==> config.mk <==
export PLATFORM = sky130hd
export DESIGN_NAME = irtx_back_flat
export DESIGN_NICKNAME = d
export VERILOG_FILES = /design/src/sv/irtx_pkg.sv /design/src/sv/irtx_if.sv /design/src/sv/irtx_back.sv /design/src/flat_wrapper.sv
export SDC_FILE = /design/constraint.sdc
export NUM_CORES = 1
export LEC_CHECK = 0
export ABC_AREA = 0
export BUFFER_PORTS_ARGS = -buffer_cell sky130_fd_sc_hd__buf_2
export CAP_MARGIN = 20
export CORE_MARGIN = 1.5
export CORE_UTILIZATION = 55
export CTS_BUF_LIST = sky130_fd_sc_hd__clkbuf_4
export CTS_CLUSTER_DIAMETER = 120
export DETAILED_ROUTE_END_ITERATION = 6
export PLACE_DENSITY = 0.8
export SLEW_MARGIN = 20
export SYNTH_ARGS = -nofsm -noshare
export SYNTH_HDL_FRONTEND = slang
export SYNTH_SLANG_ARGS = --single-unit
export TNS_END_PERCENT = 5
==> constraint.sdc <==
create_clock -name clk -period 8.7 [get_ports clk]
set_input_delay 1.74 -clock clk [delete_from_list [all_inputs] [get_ports clk]]
set_output_delay 1.74 -clock clk [all_outputs]
set_load 0.005 [all_outputs]
==> src/sv/irtx_pkg.sv <==
// Shared types, constants and helper functions for the IR carrier burst transmitter.
// No dependencies; every other file of the block imports this package.
package irtx_pkg;

  localparam int LENGTH_BITS = 24;
  localparam int SEG_LEN_W   = 24;
  localparam int CARRIER_W   = 20;
  localparam int DUTY_W      = 7;
  localparam int TIME_W      = 20;
  localparam int CFG_W       = 20;
  localparam int CFG_IDX_W   = 2;
  localparam int FIT_W       = 21;

  localparam logic [CFG_IDX_W-1:0] REG_CARRIER = 2'd0;
  localparam logic [CFG_IDX_W-1:0] REG_DUTY    = 2'd1;
  localparam logic [CFG_IDX_W-1:0] REG_INVERT  = 2'd2;

  localparam logic [CARRIER_W-1:0] RST_CARRIER = 20'd38000;
  localparam logic [DUTY_W-1:0]    RST_DUTY    = 7'd50;
  localparam logic [TIME_W-1:0]    RST_HIGH    = 20'd13;
  localparam logic [TIME_W-1:0]    RST_LOW     = 20'd13;

  // The quotient register holds 1000000 for the period division and later the
  // product period * duty.
  localparam int DIV_W     = 27;
  localparam int DIV_STEPS = DIV_W;
  localparam int DIV_CNT_W = $clog2(DIV_STEPS);
  localparam logic [DIV_W-1:0] US_PER_S = DIV_W'(1000000);

  // floor(x / 100) equals (x * RECIP_100) >> RECIP_SH for every x below 2**30.
  localparam int RECIP_W  = 26;
  localparam int RECIP_SH = 32;
  localparam logic [RECIP_W-1:0] RECIP_100 = 26'd42949673;

  localparam int FIFO_DEPTH = 2;
  localparam int FIFO_PTR_W = (FIFO_DEPTH > 1) ? $clog2(FIFO_DEPTH) : 1;
  localparam int FIFO_CNT_W = $clog2(FIFO_DEPTH + 1);

  typedef enum logic {
    CMD_TICK = 1'b0,
    CMD_LOAD = 1'b1
  } cmd_t;

  typedef enum logic [1:0] {
    STAT_OK        = 2'd0,
    STAT_BUSY      = 2'd1,
    STAT_SPACE_END = 2'd2
  } status_t;

  typedef enum logic [2:0] {
    T_IDLE,
    T_DIV_PERIOD,
    T_MUL,
    T_SCALE,
    T_FINISH
  } tstate_t;

  typedef logic [LENGTH_BITS-1:0] seg_len_t;

  typedef struct packed {
    cmd_t     cmd;
    seg_len_t length;
    logic     ends;
  } seg_cmd_t;

  typedef struct packed {
    logic              carrier_nz;
    logic              invert;
    logic [TIME_W-1:0] high_time;
    logic [TIME_W-1:0] low_time;
  } timing_t;

  // A duty and a frequency fit when both carrier halves last more than one microsecond.
  function automatic logic timing_fits(logic [CARRIER_W-1:0] f, logic [DUTY_W-1:0] d);
    logic [DUTY_W-1:0] rest;
    logic [FIT_W-1:0]  on_t;
    logic [FIT_W-1:0]  off_t;
    rest  = DUTY_W'(100) - d;
    on_t  = FIT_W'(d) * FIT_W'(10000);
    off_t = FIT_W'(rest) * FIT_W'(10000);
    return (d <= DUTY_W'(100)) && (on_t > FIT_W'(f)) && (off_t > FIT_W'(f));
  endfunction

endpackage

==> src/sv/irtx_if.sv <==


interface irtx_out_if;
  import irtx_pkg::*;
  logic    valid;
  logic    ready;
  logic    carrier_active;
  logic    pin_level;
  logic    busy_res;
  status_t status;
  modport source(output valid, carrier_active, pin_level, busy_res, status, input ready);
  modport sink(input valid, carrier_active, pin_level, busy_res, status, output ready);
endinterface

==> src/sv/irtx_back.sv <==
// Waveform engine: times segments and carrier halves and registers each result, one
// command per cycle unless the output stalls. Depends on irtx_pkg and irtx_out_if.
module irtx_back (
  input  logic               clk,
  input  logic               rst_n,
  input  logic               empty,
  output logic               pop,
  input  irtx_pkg::seg_cmd_t pop_data,
  input  irtx_pkg::timing_t  timing,
  irtx_out_if.source         out_ch
);
  import irtx_pkg::*;

  typedef struct packed {
    logic              modulated;
    logic              emitter;
    logic              in_high;
    logic [TIME_W-1:0] half_left;
  } half_t;

  logic              next_space_r, next_space_nxt;
  seg_len_t          seg_left_r, seg_left_nxt;
  logic [TIME_W-1:0] half_left_r, half_left_nxt;
  logic              in_high_r, in_high_nxt;
  logic              modulated_r, modulated_nxt;
  logic              emitter_r, emitter_nxt;
  status_t           status;
  seg_len_t          seg_dec;
  logic [TIME_W-1:0] half_dec;
  half_t             h;

  logic              out_valid_r;
  logic              carrier_r;
  logic              pin_r;
  logic              busy_r;
  status_t           status_r;

  // Start a carrier half; a half of zero length is skipped, and when both are zero the
  // pulse becomes steady.
  function automatic half_t enter_half(logic high, logic [TIME_W-1:0] hi_t,
                                       logic [TIME_W-1:0] lo_t, logic cur_high,
                                       logic [TIME_W-1:0] cur_half);
    half_t             r;
    logic              hsel;
    logic [TIME_W-1:0] len;
    hsel = high;
    len  = hsel ? hi_t : lo_t;
    if (len == '0) begin
      hsel = !hsel;
      len  = hsel ? hi_t : lo_t;
    end
    if (len == '0) begin
      r.modulated = 1'b0;
      r.emitter   = 1'b1;
      r.in_high   = cur_high;
      r.half_left = cur_half;
    end else begin
      r.modulated = 1'b1;
      r.emitter   = hsel;
      r.in_high   = hsel;
      r.half_left = len;
    end
    return r;
  endfunction

  assign pop = !empty && (!out_valid_r || out_ch.ready);

  always_comb begin
    next_space_nxt = next_space_r;
    seg_left_nxt   = seg_left_r;
    half_left_nxt  = half_left_r;
    in_high_nxt    = in_high_r;
    modulated_nxt  = modulated_r;
    emitter_nxt    = emitter_r;
    status         = STAT_OK;
    seg_dec        = seg_left_r - 1'b1;
    half_dec       = (half_left_r != '0) ? half_left_r - 1'b1 : half_left_r;
    h              = '0;

    case (pop_data.cmd)
      CMD_LOAD: begin
        if (seg_left_r != '0) begin
          status = STAT_BUSY;
        end else if (pop_data.ends && next_space_r) begin
          status = STAT_SPACE_END;
        end else begin
          seg_left_nxt  = pop_data.length;
          modulated_nxt = 1'b0;
          half_left_nxt = '0;
          in_high_nxt   = 1'b0;
          emitter_nxt   = 1'b0;
          if (pop_data.length != '0 && !next_space_r) begin
            if (timing.carrier_nz) begin
              h             = enter_half(1'b1, timing.high_time, timing.low_time,
                                         1'b0, '0);
              modulated_nxt = h.modulated;
              emitter_nxt   = h.emitter;
              in_high_nxt   = h.in_high;
              half_left_nxt = h.half_left;
            end else begin
              emitter_nxt = 1'b1;
            end
          end
          next_space_nxt = pop_data.ends ? 1'b0 : !next_space_r;
        end
      end
      CMD_TICK: begin
        if (seg_left_r != '0) begin
          seg_left_nxt = seg_dec;
          if (seg_dec == '0) begin
            emitter_nxt   = 1'b0;
            modulated_nxt = 1'b0;
            half_left_nxt = '0;
            in_high_nxt   = 1'b0;
          end else if (modulated_r) begin
            half_left_nxt = half_dec;
            if (half_dec == '0) begin
              h             = enter_half(!in_high_r, timing.high_time, timing.low_time,
                                         in_high_r, half_dec);
              modulated_nxt = h.modulated;
              emitter_nxt   = h.emitter;
              in_high_nxt   = h.in_high;
              half_left_nxt = h.half_left;
            end
          end
        end
      end
      default: begin
      end
    endcase
  end

  always_ff @(posedge clk) begin
    if (!rst_n) begin
      next_space_r <= 1'b0;
      seg_left_r   <= '0;
      half_left_r  <= '0;
      in_high_r    <= 1'b0;
      modulated_r  <= 1'b0;
      emitter_r    <= 1'b0;
      out_valid_r  <= 1'b0;
    end else begin
      if (pop) begin
        next_space_r <= next_space_nxt;
        seg_left_r   <= seg_left_nxt;
        half_left_r  <= half_left_nxt;
        in_high_r    <= in_high_nxt;
        modulated_r  <= modulated_nxt;
        emitter_r    <= emitter_nxt;
        out_valid_r  <= 1'b1;
      end else if (out_ch.ready) begin
        out_valid_r  <= 1'b0;
      end
    end
  end

  always_ff @(posedge clk) begin
    if (pop) begin
      carrier_r <= emitter_nxt;
      pin_r     <= emitter_nxt ^ timing.invert;
      busy_r    <= seg_left_nxt != '0;
      status_r  <= status;
    end
  end

  assign out_ch.valid          = out_valid_r;
  assign out_ch.carrier_active = carrier_r;
  assign out_ch.pin_level      = pin_r;
  assign out_ch.busy_res       = busy_r;
  assign out_ch.status         = status_r;

endmodule

==> src/flat_wrapper.sv <==
// flat-port wrapper written by rule: the top's interface ports become plain ports
module irtx_back_flat import irtx_pkg::*;
  (clk, rst_n, empty, pop, pop_data, timing, out_ch_valid, out_ch_carrier_active, out_ch_pin_level, out_ch_busy_res, out_ch_status, out_ch_ready);
  irtx_out_if out_ch_i ();
  input  logic clk;
  input  logic rst_n;
  input  logic empty;
  output logic pop;
  input  irtx_pkg::seg_cmd_t pop_data;
  input  irtx_pkg::timing_t timing;
  output wire logic [$bits(out_ch_i.valid)-1:0] out_ch_valid;
  output wire logic [$bits(out_ch_i.carrier_active)-1:0] out_ch_carrier_active;
  output wire logic [$bits(out_ch_i.pin_level)-1:0] out_ch_pin_level;
  output wire logic [$bits(out_ch_i.busy_res)-1:0] out_ch_busy_res;
  output wire logic [$bits(out_ch_i.status)-1:0] out_ch_status;
  input wire logic [$bits(out_ch_i.ready)-1:0] out_ch_ready;
  assign out_ch_valid = out_ch_i.valid;
  assign out_ch_carrier_active = out_ch_i.carrier_active;
  assign out_ch_pin_level = out_ch_i.pin_level;
  assign out_ch_busy_res = out_ch_i.busy_res;
  assign out_ch_status = out_ch_i.status;
  assign out_ch_i.ready = out_ch_ready;
  irtx_back u_core (.clk(clk), .rst_n(rst_n), .empty(empty), .pop(pop), .pop_data(pop_data), .timing(timing), .out_ch(out_ch_i));
endmodule
==> metrics.md <==
| Metric | Value |
|---|---|
| # setup viols final | 0 |
| Cell taking the most area after synthesis | dfxtp_1 |
| Reg-to-Reg End | u_core.half_left_r[6] |
| DRC | 5 |
| Chip height | 98.9 um |
| Synth area leaders | dfxtp_1, a21oi_1, nor2_1 |
| Post-synth EDFFs | 5 |
| Final min period | 4600 ps |
| Vias after detailed routing | 6096 |
| Cts hold-fix bufs | 0 |
| Synthesized Nets | 764 |
| Clock Latency Late Sink | 390 ps |
| R2R setup slack | 4460 ps |
| Final Max Tran Viols | 0 |
| Gr usage total | 0.364 |
| Leak pwr | 1.96 nW |
| Mean routed wirelength per cell | 21.7 um |
| Slew Limit Headroom | 0.383 |
| Failing checks | DRC |
| Vias per cell | 7.27 |
| Worst hold path type | reg -> reg |
| Max_cap viols | 0 |
| First-pass GRT wire length | 28600 um |
| Row cnt | 34 |
| Yosys warns | 0 |
| Worst slew pin tran | 923 ps |
| Die ar. | 9770 um^2 |
| Post-DP HPWL | 13500 um |
| Initial DRC count | 692 |
| DRT antenna net count | 0 |
| Port Buffers | 78 |
| Final net count | 806 |
| Crit path top cell by count | or4_1 |
| Max VDD drop | 0.0000838 V |
| Post-Route Setup TNS | 0 ps |
| Area grow syn2layout | 8.42% |
| CTS buffer count | 5 |
| Initial antenna violation count | 0 |
| Clock Path Buffers | 2 |
| Fmax | 217 MHz |
| Status | finished with violations |
| Flops & latches, synth | 54 |
| Synth Instances | 687 |
| Synthesized area per cell | 7.36 um^2 |
| Pwr/cell area | 141 nW/um^2 |
| Final core occ | 0.622 |
| Max Fanout on Critical Path | 18 |
| WS Path Type | in -> reg |
| Area of the core | 8810 um^2 |
| Crit path launch type | input pin |
| Synth top area share | 0.194 |
| CP max stage delay | 600 ps |
| Min-delay src | u_core.out_ch.valid |
| Layout cells sized above 1 | 0.174 |
| Hold endpoint | u_core.out_ch.valid |
| Vias in the first global route | 5341 |
| R2R depth | 10 |
| Top-Level Pins | 79 |
| Largest net degree at the start of global routing | 48 |
| Reg clk slew, reported paths | 170 ps |
| Area of the mapped netlist | 5050 um^2 |
| Clk_skew | 6.29 ps |
| Setup bufs post-CTS | 0 |
| Sequential share of the synthesized area | 0.224 |
| Placer Congestion | 1.01 |
| Worst r2r src | u_core.half_left_r[0] |
| Clk sink count | 54 |
| Max stage delay cell, worst path | or4_1 |
| TritonRoute pass-1 iters | 7 |
| Req. time, crit path | 9010 ps |
| Critical Path AT | 4910 ps |
| WHS Path Cells | 2 |
| Dominant synthesized flop cell | dfxtp_1 |
| CP Cell Sequence | buf_2 > or4_1 > or4_1 > a222oi_1 > nand2_1 > nand2b_1 > nor2_1 > or3_1 > o221a_1 |
| Synth unique cells | 83 |
| Root Driver | clkbuf_4 |
| Final Hold Fails | 0 |
| Drt total wl | 18200 um |
| Period utilisation layout | 0.528 |
| N_diodes | 0 |
| Grt total ovfl | 0 |
| DIE WIDTH | 98.9 um |
| H-tree levels | 2 |
| Async S/R FF share, synth | 0 |
| RSZ-0062 raised after global routing | no |
| Endpoint class of the critical path | flop |
| Post-CTS sizing | 0 |
| Starting Density | 0.574 |
| CTS tree | yes |
| Filler instances | 823 |
-- layer usage --
layer | up-vias | part of all wire | track usage
met1 | 2800 | 0.44 | 0.576
met3 | 37 | 0.14 | 0.0695
met2 | 501 | 0.40 | 0.491
met4 | 0 | 0.019 | 0.0978
met5 | - | 0 | 0
li1 | 2758 | - | -
-- synthesized netlist by cell type, types with 5 or more instances --
library cell and instances:
nor2_1 77, nand2_1 60, a21oi_1 58, dfxtp_1 49, nor3_1 37, nor4_1 31
o21ai_0 29, a211oi_1 26, clkbuf_1 26, nand4_1 23, buf_2 22, nand3_1 16
inv_1 12, o221a_1 12, xnor2_1 12, mux2i_1 10, o221ai_1 10, a221oi_1 9
o211ai_1 9, or4_1 8, nor4b_1 7, o31ai_1 7, nand2b_1 6, nor4_4 6
or3_1 6, xor2_1 6, a31oi_1 5, edfxtp_1 5, ha_1 5, o21a_1 5
-- power by group --
group / internal (mW) / total, mW / switching (mW)
clock network: 0.0317 / 0.122 / 0.0904
logic: 0.125 / 0.361 / 0.236
registers: 0.265 / 0.292 / 0.0266
total: 0.422 / 0.775 / 0.353
-- cells by family after synthesis --
family	Yosys count	share of synthesized area
flip-flops	54	0.224
XOR/XNOR	18	0.0312
multiplexers	12	0.0243
adder cells (fa/ha/maj)	5	0.0124
AND/OR/NAND/NOR	315	0.346
AO/OA/AOI/OAI	218	0.307
buffers and inverters	65	0.0552
-- registers in the layout (all words and copies together) (netlist names) --
register	flops
u_core.modulated_r	1
u_core.in_high_r	1
u_core.emitter_r	1
u_core.out_ch.pin_level	1
u_core.out_ch.valid	1
u_core.next_space_r	1
u_core.out_ch.busy_res	1
u_core.out_ch.status	2
u_core.seg_left_r	24
u_core.out_ch.carrier_active	1
u_core.half_left_r	20
-- cells in the final DEF, fill, tap and decap left out, types with 4 or more instances in the layout --
cell type	n
a211oi_1	26
a21oi_1	58
a221oi_1	9
a31oi_1	5
buf_2	78
buf_4	8
clkbuf_4	5
dfxtp_1	49
edfxtp_1	5
ha_1	5
inv_1	12
mux2i_1	10
nand2_1	59
nand2b_1	6
nand3_1	16
nand3_2	4
nand4_1	23
nor2_1	77
nor2b_1	4
nor3_1	36
nor3b_1	4
nor4_1	31
nor4_4	6
nor4b_1	7
o211ai_1	9
o21a_1	5
o21ai_0	29
o221a_1	12
o221ai_1	10
o31ai_1	7
or3_1	6
or4_1	8
xnor2_1	12
xor2_1	6
-- worst max-delay path by stage --
stage	startpoint	endpoint	slack, ps	cells past startpoint
after global placement	timing[22]	u_core.half_left_r[3]	3850	9
after global routing	timing[22]	u_core.half_left_r[3]	3930	9
after detailed placement	timing[22]	u_core.half_left_r[3]	3720	9
final	timing[22]	u_core.half_left_r[3]	4100	9
after floorplan	timing[22]	u_core.half_left_r[3]	4430	9
after CTS	out_ch_ready	pop	4130	7
-- stage by stage --
stage	hold slack (ps)	total power [mW]	setup slack (ps)	cell area, um^2	instances
after floorplan	482	0.535	4430	5050	687
after global placement	478	0.638	3850	5420	830
after detailed placement	502	0.641	3720	5420	830
after CTS	521	0.763	4130	5480	838
after global routing	566	0.813	3930	5480	838
final	516	0.775	4100	5480	838
-- critical path: cells and delay by family --
| kind | cells | cell delay [ps] |
|---|---|---|
| AOI/OAI and AO/OA | 2 | 720 |
| and+or+nand+nor | 6 | 2330 |
| buffers and inverters | 1 | 110 |
-- layout make-up --
cell class / count / area, um^2 / share of cell area
multi-input cells: 568 / 3650 / 0.666
flip-flops and latches: 54 / 1130 / 0.206
repair buffers: 86 / 450 / 0.0822
well taps: 108 / 135 / 0.0247
inverters: 14 / 52.6 / 0.00959
clock buffers: 5 / 37.5 / 0.00685
clock inverters: 3 / 21.3 / 0.00388
No activity file was read; power rests on OpenSTA's default activity.
