$ cat src/sv/irtx_pkg.sv
// Shared types, constants and helper functions for the IR carrier burst transmitter.
// No dependencies; every other file of the block imports this package.
package irtx_pkg;

  localparam int LENGTH_BITS = 24;
  localparam int SEG_LEN_W   = 24;
  localparam int CARRIER_W   = 20;
  localparam int DUTY_W      = 7;
  localparam int TIME_W      = 20;
  localparam int CFG_W       = 20;
  localparam int CFG_IDX_W   = 2;
  localparam int FIT_W       = 21;

  localparam logic [CFG_IDX_W-1:0] REG_CARRIER = 2'd0;
  localparam logic [CFG_IDX_W-1:0] REG_DUTY    = 2'd1;
  localparam logic [CFG_IDX_W-1:0] REG_INVERT  = 2'd2;

  localparam logic [CARRIER_W-1:0] RST_CARRIER = 20'd38000;
  localparam logic [DUTY_W-1:0]    RST_DUTY    = 7'd50;
  localparam logic [TIME_W-1:0]    RST_HIGH    = 20'd13;
  localparam logic [TIME_W-1:0]    RST_LOW     = 20'd13;

  // The quotient register holds 1000000 for the period division and later the
  // product period * duty.
  localparam int DIV_W     = 27;
  localparam int DIV_STEPS = DIV_W;
  localparam int DIV_CNT_W = $clog2(DIV_STEPS);
  localparam logic [DIV_W-1:0] US_PER_S = DIV_W'(1000000);

  // floor(x / 100) equals (x * RECIP_100) >> RECIP_SH for every x below 2**30.
  localparam int RECIP_W  = 26;
  localparam int RECIP_SH = 32;
  localparam logic [RECIP_W-1:0] RECIP_100 = 26'd42949673;

  localparam int FIFO_DEPTH = 2;
  localparam int FIFO_PTR_W = (FIFO_DEPTH > 1) ? $clog2(FIFO_DEPTH) : 1;
  localparam int FIFO_CNT_W = $clog2(FIFO_DEPTH + 1);

  typedef enum logic {
    CMD_TICK = 1'b0,
    CMD_LOAD = 1'b1
  } cmd_t;

  typedef enum logic [1:0] {
    STAT_OK        = 2'd0,
    STAT_BUSY      = 2'd1,
    STAT_SPACE_END = 2'd2
  } status_t;

  typedef enum logic [2:0] {
    T_IDLE,
    T_DIV_PERIOD,
    T_MUL,
    T_SCALE,
    T_FINISH
  } tstate_t;

  typedef logic [LENGTH_BITS-1:0] seg_len_t;

  typedef struct packed {
    cmd_t     cmd;
    seg_len_t length;
    logic     ends;
  } seg_cmd_t;

  typedef struct packed {
    logic              carrier_nz;
    logic              invert;
    logic [TIME_W-1:0] high_time;
    logic [TIME_W-1:0] low_time;
  } timing_t;

  // A duty and a frequency fit when both carrier halves last more than one microsecond.
  function automatic logic timing_fits(logic [CARRIER_W-1:0] f, logic [DUTY_W-1:0] d);
    logic [DUTY_W-1:0] rest;
    logic [FIT_W-1:0]  on_t;
    logic [FIT_W-1:0]  off_t;
    rest  = DUTY_W'(100) - d;
    on_t  = FIT_W'(d) * FIT_W'(10000);
    off_t = FIT_W'(rest) * FIT_W'(10000);
    return (d <= DUTY_W'(100)) && (on_t > FIT_W'(f)) && (off_t > FIT_W'(f));
  endfunction

endpackage

$ cat src/sv/irtx_fifo.sv
// Short command queue between the front end and the waveform engine.
// Depends on irtx_pkg for the command type and depth.
module irtx_fifo (
  input  logic               clk,
  input  logic               rst_n,
  input  logic               push,
  input  irtx_pkg::seg_cmd_t push_data,
  output logic               full,
  input  logic               pop,
  output irtx_pkg::seg_cmd_t pop_data,
  output logic               empty
);
  import irtx_pkg::*;

  seg_cmd_t              mem_r [FIFO_DEPTH];
  logic [FIFO_PTR_W-1:0] wr_ptr_r, wr_ptr_nxt;
  logic [FIFO_PTR_W-1:0] rd_ptr_r, rd_ptr_nxt;
  logic [FIFO_CNT_W-1:0] cnt_r, cnt_nxt;

  assign full     = cnt_r == FIFO_CNT_W'(FIFO_DEPTH);
  assign empty    = cnt_r == '0;
  assign pop_data = mem_r[rd_ptr_r];

  always_comb begin
    wr_ptr_nxt = wr_ptr_r;
    rd_ptr_nxt = rd_ptr_r;
    cnt_nxt    = cnt_r;
    if (push) begin
      wr_ptr_nxt = (wr_ptr_r == FIFO_PTR_W'(FIFO_DEPTH - 1)) ? '0 : wr_ptr_r + 1'b1;
    end
    if (pop) begin
      rd_ptr_nxt = (rd_ptr_r == FIFO_PTR_W'(FIFO_DEPTH - 1)) ? '0 : rd_ptr_r + 1'b1;
    end
    if (push && !pop) begin
      cnt_nxt = cnt_r + 1'b1;
    end else if (pop && !push) begin
      cnt_nxt = cnt_r - 1'b1;
    end
  end

  always_ff @(posedge clk) begin
    if (!rst_n) begin
      wr_ptr_r <= '0;
      rd_ptr_r <= '0;
      cnt_r    <= '0;
    end else begin
      wr_ptr_r <= wr_ptr_nxt;
      rd_ptr_r <= rd_ptr_nxt;
      cnt_r    <= cnt_nxt;
    end
  end

  always_ff @(posedge clk) begin
    if (push) begin
      mem_r[wr_ptr_r] <= push_data;
    end
  end

endmodule

$ cat config.mk
export PLATFORM = sky130hd
export DESIGN_NAME = irtx_fifo
export DESIGN_NICKNAME = d
export VERILOG_FILES = /design/src/sv/irtx_pkg.sv /design/src/sv/irtx_fifo.sv
export SDC_FILE = /design/constraint.sdc
export NUM_CORES = 1
export LEC_CHECK = 0
export BUFFER_PORTS_ARGS = -buffer_cell sky130_fd_sc_hd__buf_2
export CAP_MARGIN = 20
export CORE_MARGIN = 4
export CORE_UTILIZATION = 50
export DETAILED_ROUTE_END_ITERATION = 12
export GPL_ROUTABILITY_DRIVEN = 0
export PLACE_DENSITY = 0.86
export SYNTH_ARGS = -nofsm -noshare
export SYNTH_HDL_FRONTEND = slang
export SYNTH_SLANG_ARGS = --single-unit
$ cat constraint.sdc
create_clock -name clk -period 6.4 [get_ports clk]
set_clock_uncertainty 0.1 [all_clocks]
set_input_delay 1.28 -clock clk [delete_from_list [all_inputs] [get_ports clk]]
set_output_delay 1.28 -clock clk [all_outputs]
set_load 0.02 [all_outputs]
==> flow_metrics.tcl, run 1 <==
set metrics [dict create \
    post-route-cell-area_um2 2650 \
    maxCapViolations 0 \
    fill_cells 305 \
    swShare 0.244 \
    wl_met2_um 1760 \
    cp-start-kind "flip-flop" \
    wl_per_cell_um 15.7 \
    via_count 1117 \
    synth.distinct_cells 17 \
    p_sw_mw 0.197 \
    yosysWarnings 0 \
    clock_path_buffers 2 \
    cts_hold_buf 0 \
    yosys-top-cells-area "edfxtp_1, mux2_2, dfxtp_1" \
    grt_pass1_vias 1190 \
    syn-cell-area_um2 2090 \
    dieWidth_um 72.7 \
    synth_top_area_frac 0.746 \
    max_freq_mhz 339 \
    area_growth_pct 26.5 \
    dr.pass1.iters 4 \
    synth_seq_area_share 0.794 \
    start_util 0.520 \
    grt_pass1_wl_um 5620 \
    syn_nets 134 \
    hp-class "flip-flop to flip-flop" \
    hold_viol 0 \
    seq_power_share 0.541 \
    dr_wl_met3_um 270 \
    p_int_mw 0.612 \
    status "finished, final reports clean" \
    worst_slew_margin_rel 0.575 \
    power_density_nw_per_um2 305 \
    root_buffer "clkbuf_8" \
    tritoncts "done" \
    finalSetupViolations 0 \
    post_cts_buffers 0 \
    gr-usage-all-layers 0.150 \
    vdd_drop_max_v 0.000197 \
    clock_latency_ns 0.33 \
    routed.top_layer "met4" \
    grt-ovfl-total 0 \
    h-tree-depth 3 \
    worstHoldStart "cnt_r[1]" \
    syn_inst 103 \
    coreArea_um2 4030 \
    vias_per_cell 4.94 \
    postPlaceCellArea_um2 2430 \
    die_h_um 72.7 \
    final_antenna_net_count 0 \
    drc 0 \
    n_antenna_cell 0 \
    yosysTopAreaCell "edfxtp_1" \
    post-route-period-util 0.461 \
    grt_antenna_before_repair 0 \
    combPwrFrac 0.130 \
    routedLengthMet1_um 1410 \
    clk_pin_slew_ns 0.06 \
    p_clk_frac 0.329 \
    fin_crit_ns 2.95 \
    cts-resized-gates 0 \
    hpwl_um 2470 \
    finalSetupTns_ns 0 \
    grt_max_degree 27 \
    ios 58 \
    cts_buffers 9 \
    portBuffers 57 \
    rsz0062_at_grt "no" \
    nets 202 \
    finalWorstSetupSlack_ns 3.45 \
    setup.worst_path.class "flip-flop to output pin" \
    cts_num_sinks 57 \
    hold_slack_ns 0.420 \
    cp.required_ns 5.02 \
    cp-end-kind "output pin" \
    syn_area_per_cell_um2 20.3 \
    r2r_start "wr_ptr_r" \
    dieArea_um2 5290 \
    drive_gt1_frac 0.580 \
    wl_um 3540 \
    tightest_slew_ns 0.635 \
    cp.arrival_ns 1.57 \
    rows 23 \
    critical_path.max_fanout 22 \
    slew_viol_final 0 \
    synth_seq_cells 57 \
    leakage_nw 1.02 \
    place_ws_ns 3.35 \
    drt-initial-drc-count 58 \
]
-- placed cells by master (no fill, tap or decap) --
| cell | netlist | routed |
|---|---|---|
| ha_1 | 1 | 1 |
| nor2_1 | 1 | 1 |
| clkbuf_8 | 0 | 9 |
| o21a_1 | 1 | 1 |
| clkinvlp_4 | 0 | 2 |
| clkinv_1 | 0 | 2 |
| and2b_2 | 1 | 1 |
| buf_2 | 1 | 57 |
| o21ai_0 | 1 | 1 |
| xnor2_1 | 1 | 1 |
| dfxtp_1 | 5 | 5 |
| xor2_1 | 2 | 2 |
| inv_1 | 1 | 1 |
| mux2_2 | 26 | 26 |
| clkinv_2 | 0 | 3 |
| or3_1 | 1 | 1 |
| buf_16 | 0 | 2 |
| nor2b_2 | 0 | 1 |
| nor2b_1 | 2 | 1 |
| a21boi_1 | 1 | 1 |
| buf_4 | 2 | 1 |
| edfxtp_1 | 52 | 52 |
| and2_1 | 4 | 4 |
-- cell families after synthesis --
kind of cell               synth area share
DFF                                   0.794
muxes                                 0.140
and+or+nand+nor                      0.0269
buffers and inverters                0.0114
AOI/OAI and AO/OA                   0.00956
xor gates and xnor gates             0.0126
adders and majority gates           0.00598
-- critical path, cell delays in order, from the launching register on --
cell     delay [ns]
dfxtp_1        0.51
buf_16         0.21
mux2_2         0.36
buf_2          0.16
-- area by class of cell --
cell class | instances | area (um2) | area share
multi-input cells | 42 | 410 | 0.155
clock buffers | 9 | 124 | 0.0468
well taps | 50 | 62.6 | 0.0236
clock inverters | 7 | 37.5 | 0.0142
inverters | 1 | 3.75 | 0.00142
flip-flops and latches | 57 | 1660 | 0.628
repair buffers | 60 | 348 | 0.131
-- power by group through the flow --
stage          clock network (mW)  logic (mW)  registers (mW)
2_1_floorplan                   0      0.0678           0.442
3_3_place_gp                    0      0.0938           0.448
3_5_place_dp                    0      0.0965           0.450
4_1_cts                     0.273      0.0970           0.442
5_1_grt                     0.290       0.114           0.439
6_report                    0.266       0.105           0.437
-- cell usage after synthesis --
master     n
edfxtp_1  52
mux2_2    26
dfxtp_1    5
and2_1     4
buf_4      2
nor2b_1    2
xor2_1     2
a21boi_1   1
and2b_2    1
buf_2      1
ha_1       1
inv_1      1
nor2_1     1
o21a_1     1
o21ai_0    1
or3_1      1
xnor2_1    1
-- per-stage QoR --
step                power, mW  std cells  utilization
floorplan               0.509        103            -
global placement        0.542        208        0.603
detailed placement      0.547        208        0.603
CTS                     0.812        224        0.643
global route            0.843        226        0.657
finish                  0.809        226        0.657
-- state kept, by name (all words and copies together) (netlist names), named ones only --
signal    cells
cnt_r         2
mem_r        52
rd_ptr_r      1
wr_ptr_r      1
-- per-layer routing --
layer | GRT usage | vias to the layer above
li1 | - | 535
met5 | 0 | -
met2 | 0.242 | 44
met1 | 0.168 | 526
met4 | 0.105 | 0
met3 | 0.0482 | 12
-- worst paths after layout --
kind                       end  depth (start not counted)  slack [ns]
hold reg to reg       cnt_r[1]                          2        0.42
hold / removal        cnt_r[1]                          2        0.42
setup reg to reg  mem_r[0][25]                          2        4.77
setup / recovery   pop_data[4]                          3        3.45
Power figures use the tool's default switching activity.
==> run 2, diff against run 1 <==
Settings changed: CORE_UTILIZATION 50 to 46, PLACE_DENSITY 0.86 to 0.83.
Clock period 6.4 ns to 2.4 ns, I/O delays scaled along.
==> run 2 against run 1 <==
Net effect:
- clock power rose to 2.6 times the previous value
- largest power group unchanged
- highest routed layer unchanged
- sequential share of layout area rose by 0.60 points
- first-iteration DRC count rose by 17%
- total power rose to 2.6 times the previous value
- utilization fell by 5.9 points
- count of clock-buffer cells in the layout rose by 5
- die area rose by 7.7%
==> flow_metrics.tcl, run 2 (synthesized netlist as in run 1, its figures left out) <==
set metrics [dict create \
    seq_power_share 0.545 \
    worst_slew_margin_rel 0.710 \
    path_cells "buf_4 > mux2_2 > buf_2" \
    wl_um 3630 \
    area_growth_pct 25.3 \
    via_count 1101 \
    clock_path_buffers 2 \
    critical_path.max_fanout 13 \
    crit_slowest_cell "mux2_2" \
    finalSetupViolations 0 \
    tritoncts "done" \
    grt_max_degree 19 \
    largest_reg_flops 52 \
    clock_latency_ns 0.32 \
    maxCapViolations 0 \
    drt-initial-drc-count 68 \
    finalNonFillerCells 229 \
    layout_commonest_cell "buf_2" \
    vias_per_cell 4.81 \
    hpwl_um 2590 \
    root_buffer "clkbuf_8" \
    coreArea_um2 4380 \
    max_freq_mhz 508 \
    rsz0062_at_grt "no" \
    regMostFlops "mem_r" \
    cp.arrival_ns 1.39 \
    r2r_slack_ns 1.00 \
    largest_registers "mem_r x52, cnt_r x2" \
    grt_pass1_vias 1194 \
    final_cell_mix "buf_2, edfxtp_1, mux2_2" \
    p_clk_frac 0.324 \
    rr_worst_depth 2 \
    grt_antenna_before_repair 0 \
    r2r_start "wr_ptr_r" \
    p_total_mw 2.13 \
    vdd_drop_max_v 0.000388 \
    dieArea_um2 5690 \
    status "finished, final reports clean" \
    cts-resized-gates 0 \
    cp.required_ns 1.82 \
    drc 0 \
    setup.worst_path.class "flip-flop to output pin" \
    tightest_slew_ns 0.436 \
    ios 58 \
    finalSetupTns_ns 0 \
    leakage_nw 1.01 \
    die_h_um 75.5 \
    p_int_mw 1.63 \
    swShare 0.234 \
    hold_slack_ns 0.249 \
    portBuffers 57 \
    post-route-period-util 0.820 \
    start_util 0.477 \
    grt_pass1_wl_um 5320 \
    cp-end-kind "output pin" \
    power_density_nw_per_um2 814 \
    cts_num_sinks 57 \
    crit_path_max_incr_delay_ns 0.36 \
    gr-usage-all-layers 0.137 \
    drive_gt1_frac 0.559 \
    clk_pin_slew_ns 0.06 \
    p_sw_mw 0.501 \
    hold_viol 0 \
    rows 24 \
    cp-start-kind "flip-flop" \
    final_antenna_net_count 0 \
    slew_viol_final 0 \
    dr.pass1.iters 2 \
    n_antenna_cell 0 \
    rr_endpoint "mem_r[1][7]" \
    post_cts_buffers 0 \
    fin_crit_ns 1.97 \
    cts_hold_buf 0 \
    dieWidth_um 75.5 \
    combPwrFrac 0.132 \
    wl_per_cell_um 15.9 \
    cts_buffers 9 \
    hp-class "input port to flip-flop" \
    dp_cells 214 \
    grt-ovfl-total 0 \
    endpoint "pop_data[11]" \
    place_ws_ns 0.754 \
    nets 204 \
    h-tree-depth 3 \
    finalWorstSetupSlack_ns 0.431 \
]
-- run 2: cell count changes in the layout (fill, tap and decap cells not counted), sizes merged --
cell and delta:
clkinv -4, buf +2, clkinvlp -2, clkbuf +5
-- run 2: worst max-delay path, delay by kind of cell (launching register included) --
family | cells | cell delay, ns
buffers and inverters | 2 | 0.38
DFF | 1 | 0.33
muxes | 1 | 0.36
-- run 2: worst min-delay path by stage --
stage / to / depth (start not counted) / slack (ns) / startpoint
floorplan: cnt_r[1] / 2 / 0.37 / cnt_r[1]
global placement: cnt_r[1] / 2 / 0.38 / cnt_r[1]
detailed placement: cnt_r[1] / 2 / 0.43 / cnt_r[1]
CTS: mem_r[0][11] / 1 / 0.23 / push_data[11]
global route: mem_r[1][1] / 1 / 0.23 / push_data[1]
finish: mem_r[1][12] / 1 / 0.25 / push_data[12]
-- run 2: final cells by class --
class	instances	area (um2)
sequential	57	1660
tap	52	65.1
timing repair buffer	62	335
inverter	1	3.75
clock inverter	1	3.75
fill	344	1760
multi-input combinational	42	410
clock buffer	14	143
-- run 2: power groups by stage --
stage / logic, mW / registers, mW / clock network [mW]
after floorplan: 0.181 / 1.18 / 0
after global placement: 0.274 / 1.18 / 0
after detailed placement: 0.284 / 1.18 / 0
after CTS: 0.286 / 1.16 / 0.709
after global routing: 0.302 / 1.17 / 0.746
final: 0.281 / 1.16 / 0.691
-- run 2: routing by layer --
layer | track usage | wire length [um] | up-vias
met2 | 0.239 | 1910 | 39
met1 | 0.133 | 1350 | 517
li1 | - | - | 534
met3 | 0.0528 | 260 | 11
met5 | 0 | 0 | -
met4 | 0.0932 | 110 | 0
-- run 2: stage by stage --
| step | util | instance area (um2) |
|---|---|---|
| final | 0.598 | 2620 |
| after global routing | 0.598 | 2620 |
| after CTS | 0.598 | 2620 |
| after detailed placement | 0.565 | 2480 |
| after global placement | 0.565 | 2480 |
| after floorplan | - | 2090 |
==> run 3, diff against run 2 <==
Settings changed: ABC_AREA set to 1, CORE_UTILIZATION 46 to 50, PLACE_DENSITY 0.83 to 0.85.
Clock period 2.4 ns to 2 ns, I/O delays scaled along.
==> run 3 against run 2 <==
Net effect:
- sequential cell count did not move
- via count rose by 7.3%
- global-route usage rose by 1.5 points
- synthesized cell count rose by 13%
- worst setup slack got worse by 0.32 ns
- area after synthesis rose by 5.5%
- utilization rose by 6.8 points
- first-iteration DRC count fell by 34%
- count of clock-buffer cells in the layout fell by 4
- clock power rose by 56%
- cell count rose by 4.4%
- sequential power rose by 21%
- largest cell class unchanged
==> flow_metrics.tcl, run 3 <==
set metrics [dict create \
    largest_reg_flops 52 \
    tightest_slew_ns 0.197 \
    grt_antenna_before_repair 0 \
    gr-usage-all-layers 0.152 \
    p_total_mw 2.80 \
    layout_commonest_cell "buf_2" \
    fill_cells 312 \
    grt_max_degree 27 \
    post-route-period-util 0.943 \
    finalNonFillerCells 239 \
    nets 216 \
    dieWidth_um 74.5 \
    drt-initial-drc-count 45 \
    r2r_slack_ns 0.76 \
    clk_pin_slew_ns 0.06 \
    synth_seq_area_share 0.752 \
    ios 58 \
    dieArea_um2 5540 \
    worstHoldStart "push_data[24]" \
    cts-resized-gates 0 \
    drc 0 \
    grt_pass1_wl_um 5700 \
    setup.worst_path.class "flip-flop to output pin" \
    rsz0062_at_grt "no" \
    worst_slew_margin_rel 0.869 \
    final_antenna_net_count 0 \
    area_growth_pct 25.1 \
    synth_top_flop_cell "edfxtp_1" \
    slew_viol_final 0 \
    dr.pass1.iters 4 \
    wl_per_cell_um 15.2 \
    rows 23 \
    max_freq_mhz 530 \
    cts_num_sinks 57 \
    grt_pass1_vias 1256 \
    rr_worst_depth 3 \
    status "finished, final reports clean" \
    h-tree-depth 3 \
    die_h_um 74.5 \
    synth_edf_count 52 \
    async_flop_share 0 \
    portBuffers 57 \
    fin_crit_ns 1.89 \
    yosys-top-cells-area "edfxtp_1, mux2_4, dfxtp_1" \
    coreArea_um2 4140 \
    vdd_drop_max_v 0.000728 \
    r2r_start "wr_ptr_r" \
    hold_viol 0 \
    drive_gt1_frac 0.529 \
    synth_top_area_frac 0.707 \
    syn_area_per_cell_um2 19.0 \
    holdPathEnd "mem_r[1][24]" \
    hpwl_um 2640 \
    grt-ovfl-total 0 \
    regMostFlops "mem_r" \
    syn-cell-area_um2 2210 \
    yosysWarnings 0 \
    synth_most_common_cell "edfxtp_1" \
    hp-class "input port to flip-flop" \
    cts_hold_buf 0 \
    root_buffer "clkbuf_8" \
    cp-end-kind "output pin" \
    largest_registers "mem_r x52, cnt_r x2" \
    wl_um 3640 \
    cp.required_ns 1.50 \
    hold_depth 1 \
    ys_top_cells_by_count "edfxtp_1, mux2_4, nor2_1, inv_1, nand2_1" \
    dp_cells 224 \
    final_cell_mix "buf_2, edfxtp_1, mux2_4" \
    cp.arrival_ns 1.39 \
    power_density_nw_per_um2 1010 \
    n_antenna_cell 0 \
    syn_nets 147 \
    maxCapViolations 0 \
    critical_path.max_fanout 26 \
    tritoncts "done" \
    finalSetupViolations 0 \
    via_count 1181 \
    cts_buffers 9 \
    leakage_nw 1.15 \
    cp-start-kind "flip-flop" \
    rr_endpoint "mem_r[1][22]" \
    yosysTopAreaCell "edfxtp_1" \
    finalSetupTns_ns 0 \
    synth.distinct_cells 14 \
    start_util 0.533 \
    clock_latency_ns 0.32 \
    vias_per_cell 4.94 \
    post_cts_buffers 0 \
    clock_path_buffers 2 \
    syn_inst 116 \
    synth_seq_cells 57 \
]
-- run 3: layout make-up --
class / count / area [um2] / share of cell area
clock inverters: 5 / 71.3 / 0.0258
well taps: 50 / 62.6 / 0.0226
multi-input cells: 48 / 468 / 0.169
inverters: 8 / 30.0 / 0.0109
flip-flops and latches: 57 / 1660 / 0.602
repair buffers: 61 / 340 / 0.123
clock buffers: 10 / 128 / 0.0462
-- run 3: per-stage QoR --
step           cell area [um2]  utilization  worst slack, ns  hold slack, ns
2_1_floorplan             2210            -            0.392           0.363
3_3_place_gp              2560        0.619            0.462           0.378
3_5_place_dp              2560        0.619            0.435           0.415
4_1_cts                   2760        0.667           0.0771           0.145
5_1_grt                   2760        0.667           0.0485           0.136
6_report                  2760        0.667            0.115           0.167
-- run 3: worst max-delay path by stage --
stage / depth (start not counted) / slack (ns) / from / to
global route: 3 / 0.05 / flip-flop / pop_data[5]
finish: 3 / 0.11 / flip-flop / pop_data[10]
detailed placement: 3 / 0.43 / flip-flop / pop_data[10]
CTS: 3 / 0.08 / flip-flop / pop_data[10]
floorplan: 2 / 0.39 / push / mem_r[0][0]
global placement: 3 / 0.46 / flip-flop / pop_data[25]
-- run 3: kinds of logic after synthesis --
| kind of cell | synth area share |
|---|---|
| buf+inv | 0.0368 |
| flops | 0.752 |
| compound gates | 0.00453 |
| mux | 0.167 |
| simple gates | 0.0340 |
| fa+ha+maj | 0.00566 |
-- run 3: critical path, stage by stage (launching register included) --
cell     delay, ns
dfxtp_2       0.34
buf_12        0.20
mux2_2        0.37
buf_2         0.16
-- run 3: power by group --
part	switching, mW	internal (mW)	total, mW	leakage (nW)
clock	0.394	0.682	1.08	0.0989
combinational	0.181	0.148	0.329	0.519
sequential	0.0215	1.37	1.40	0.530
-- run 3: metal layers --
metal | track usage | wire length (um) | up-vias
li1 | - | - | 568
met1 | 0.137 | 1240 | 569
met2 | 0.274 | 2060 | 40
met3 | 0.0703 | 296 | 4
met4 | 0.0889 | 45 | 0
met5 | 0 | 0 | -
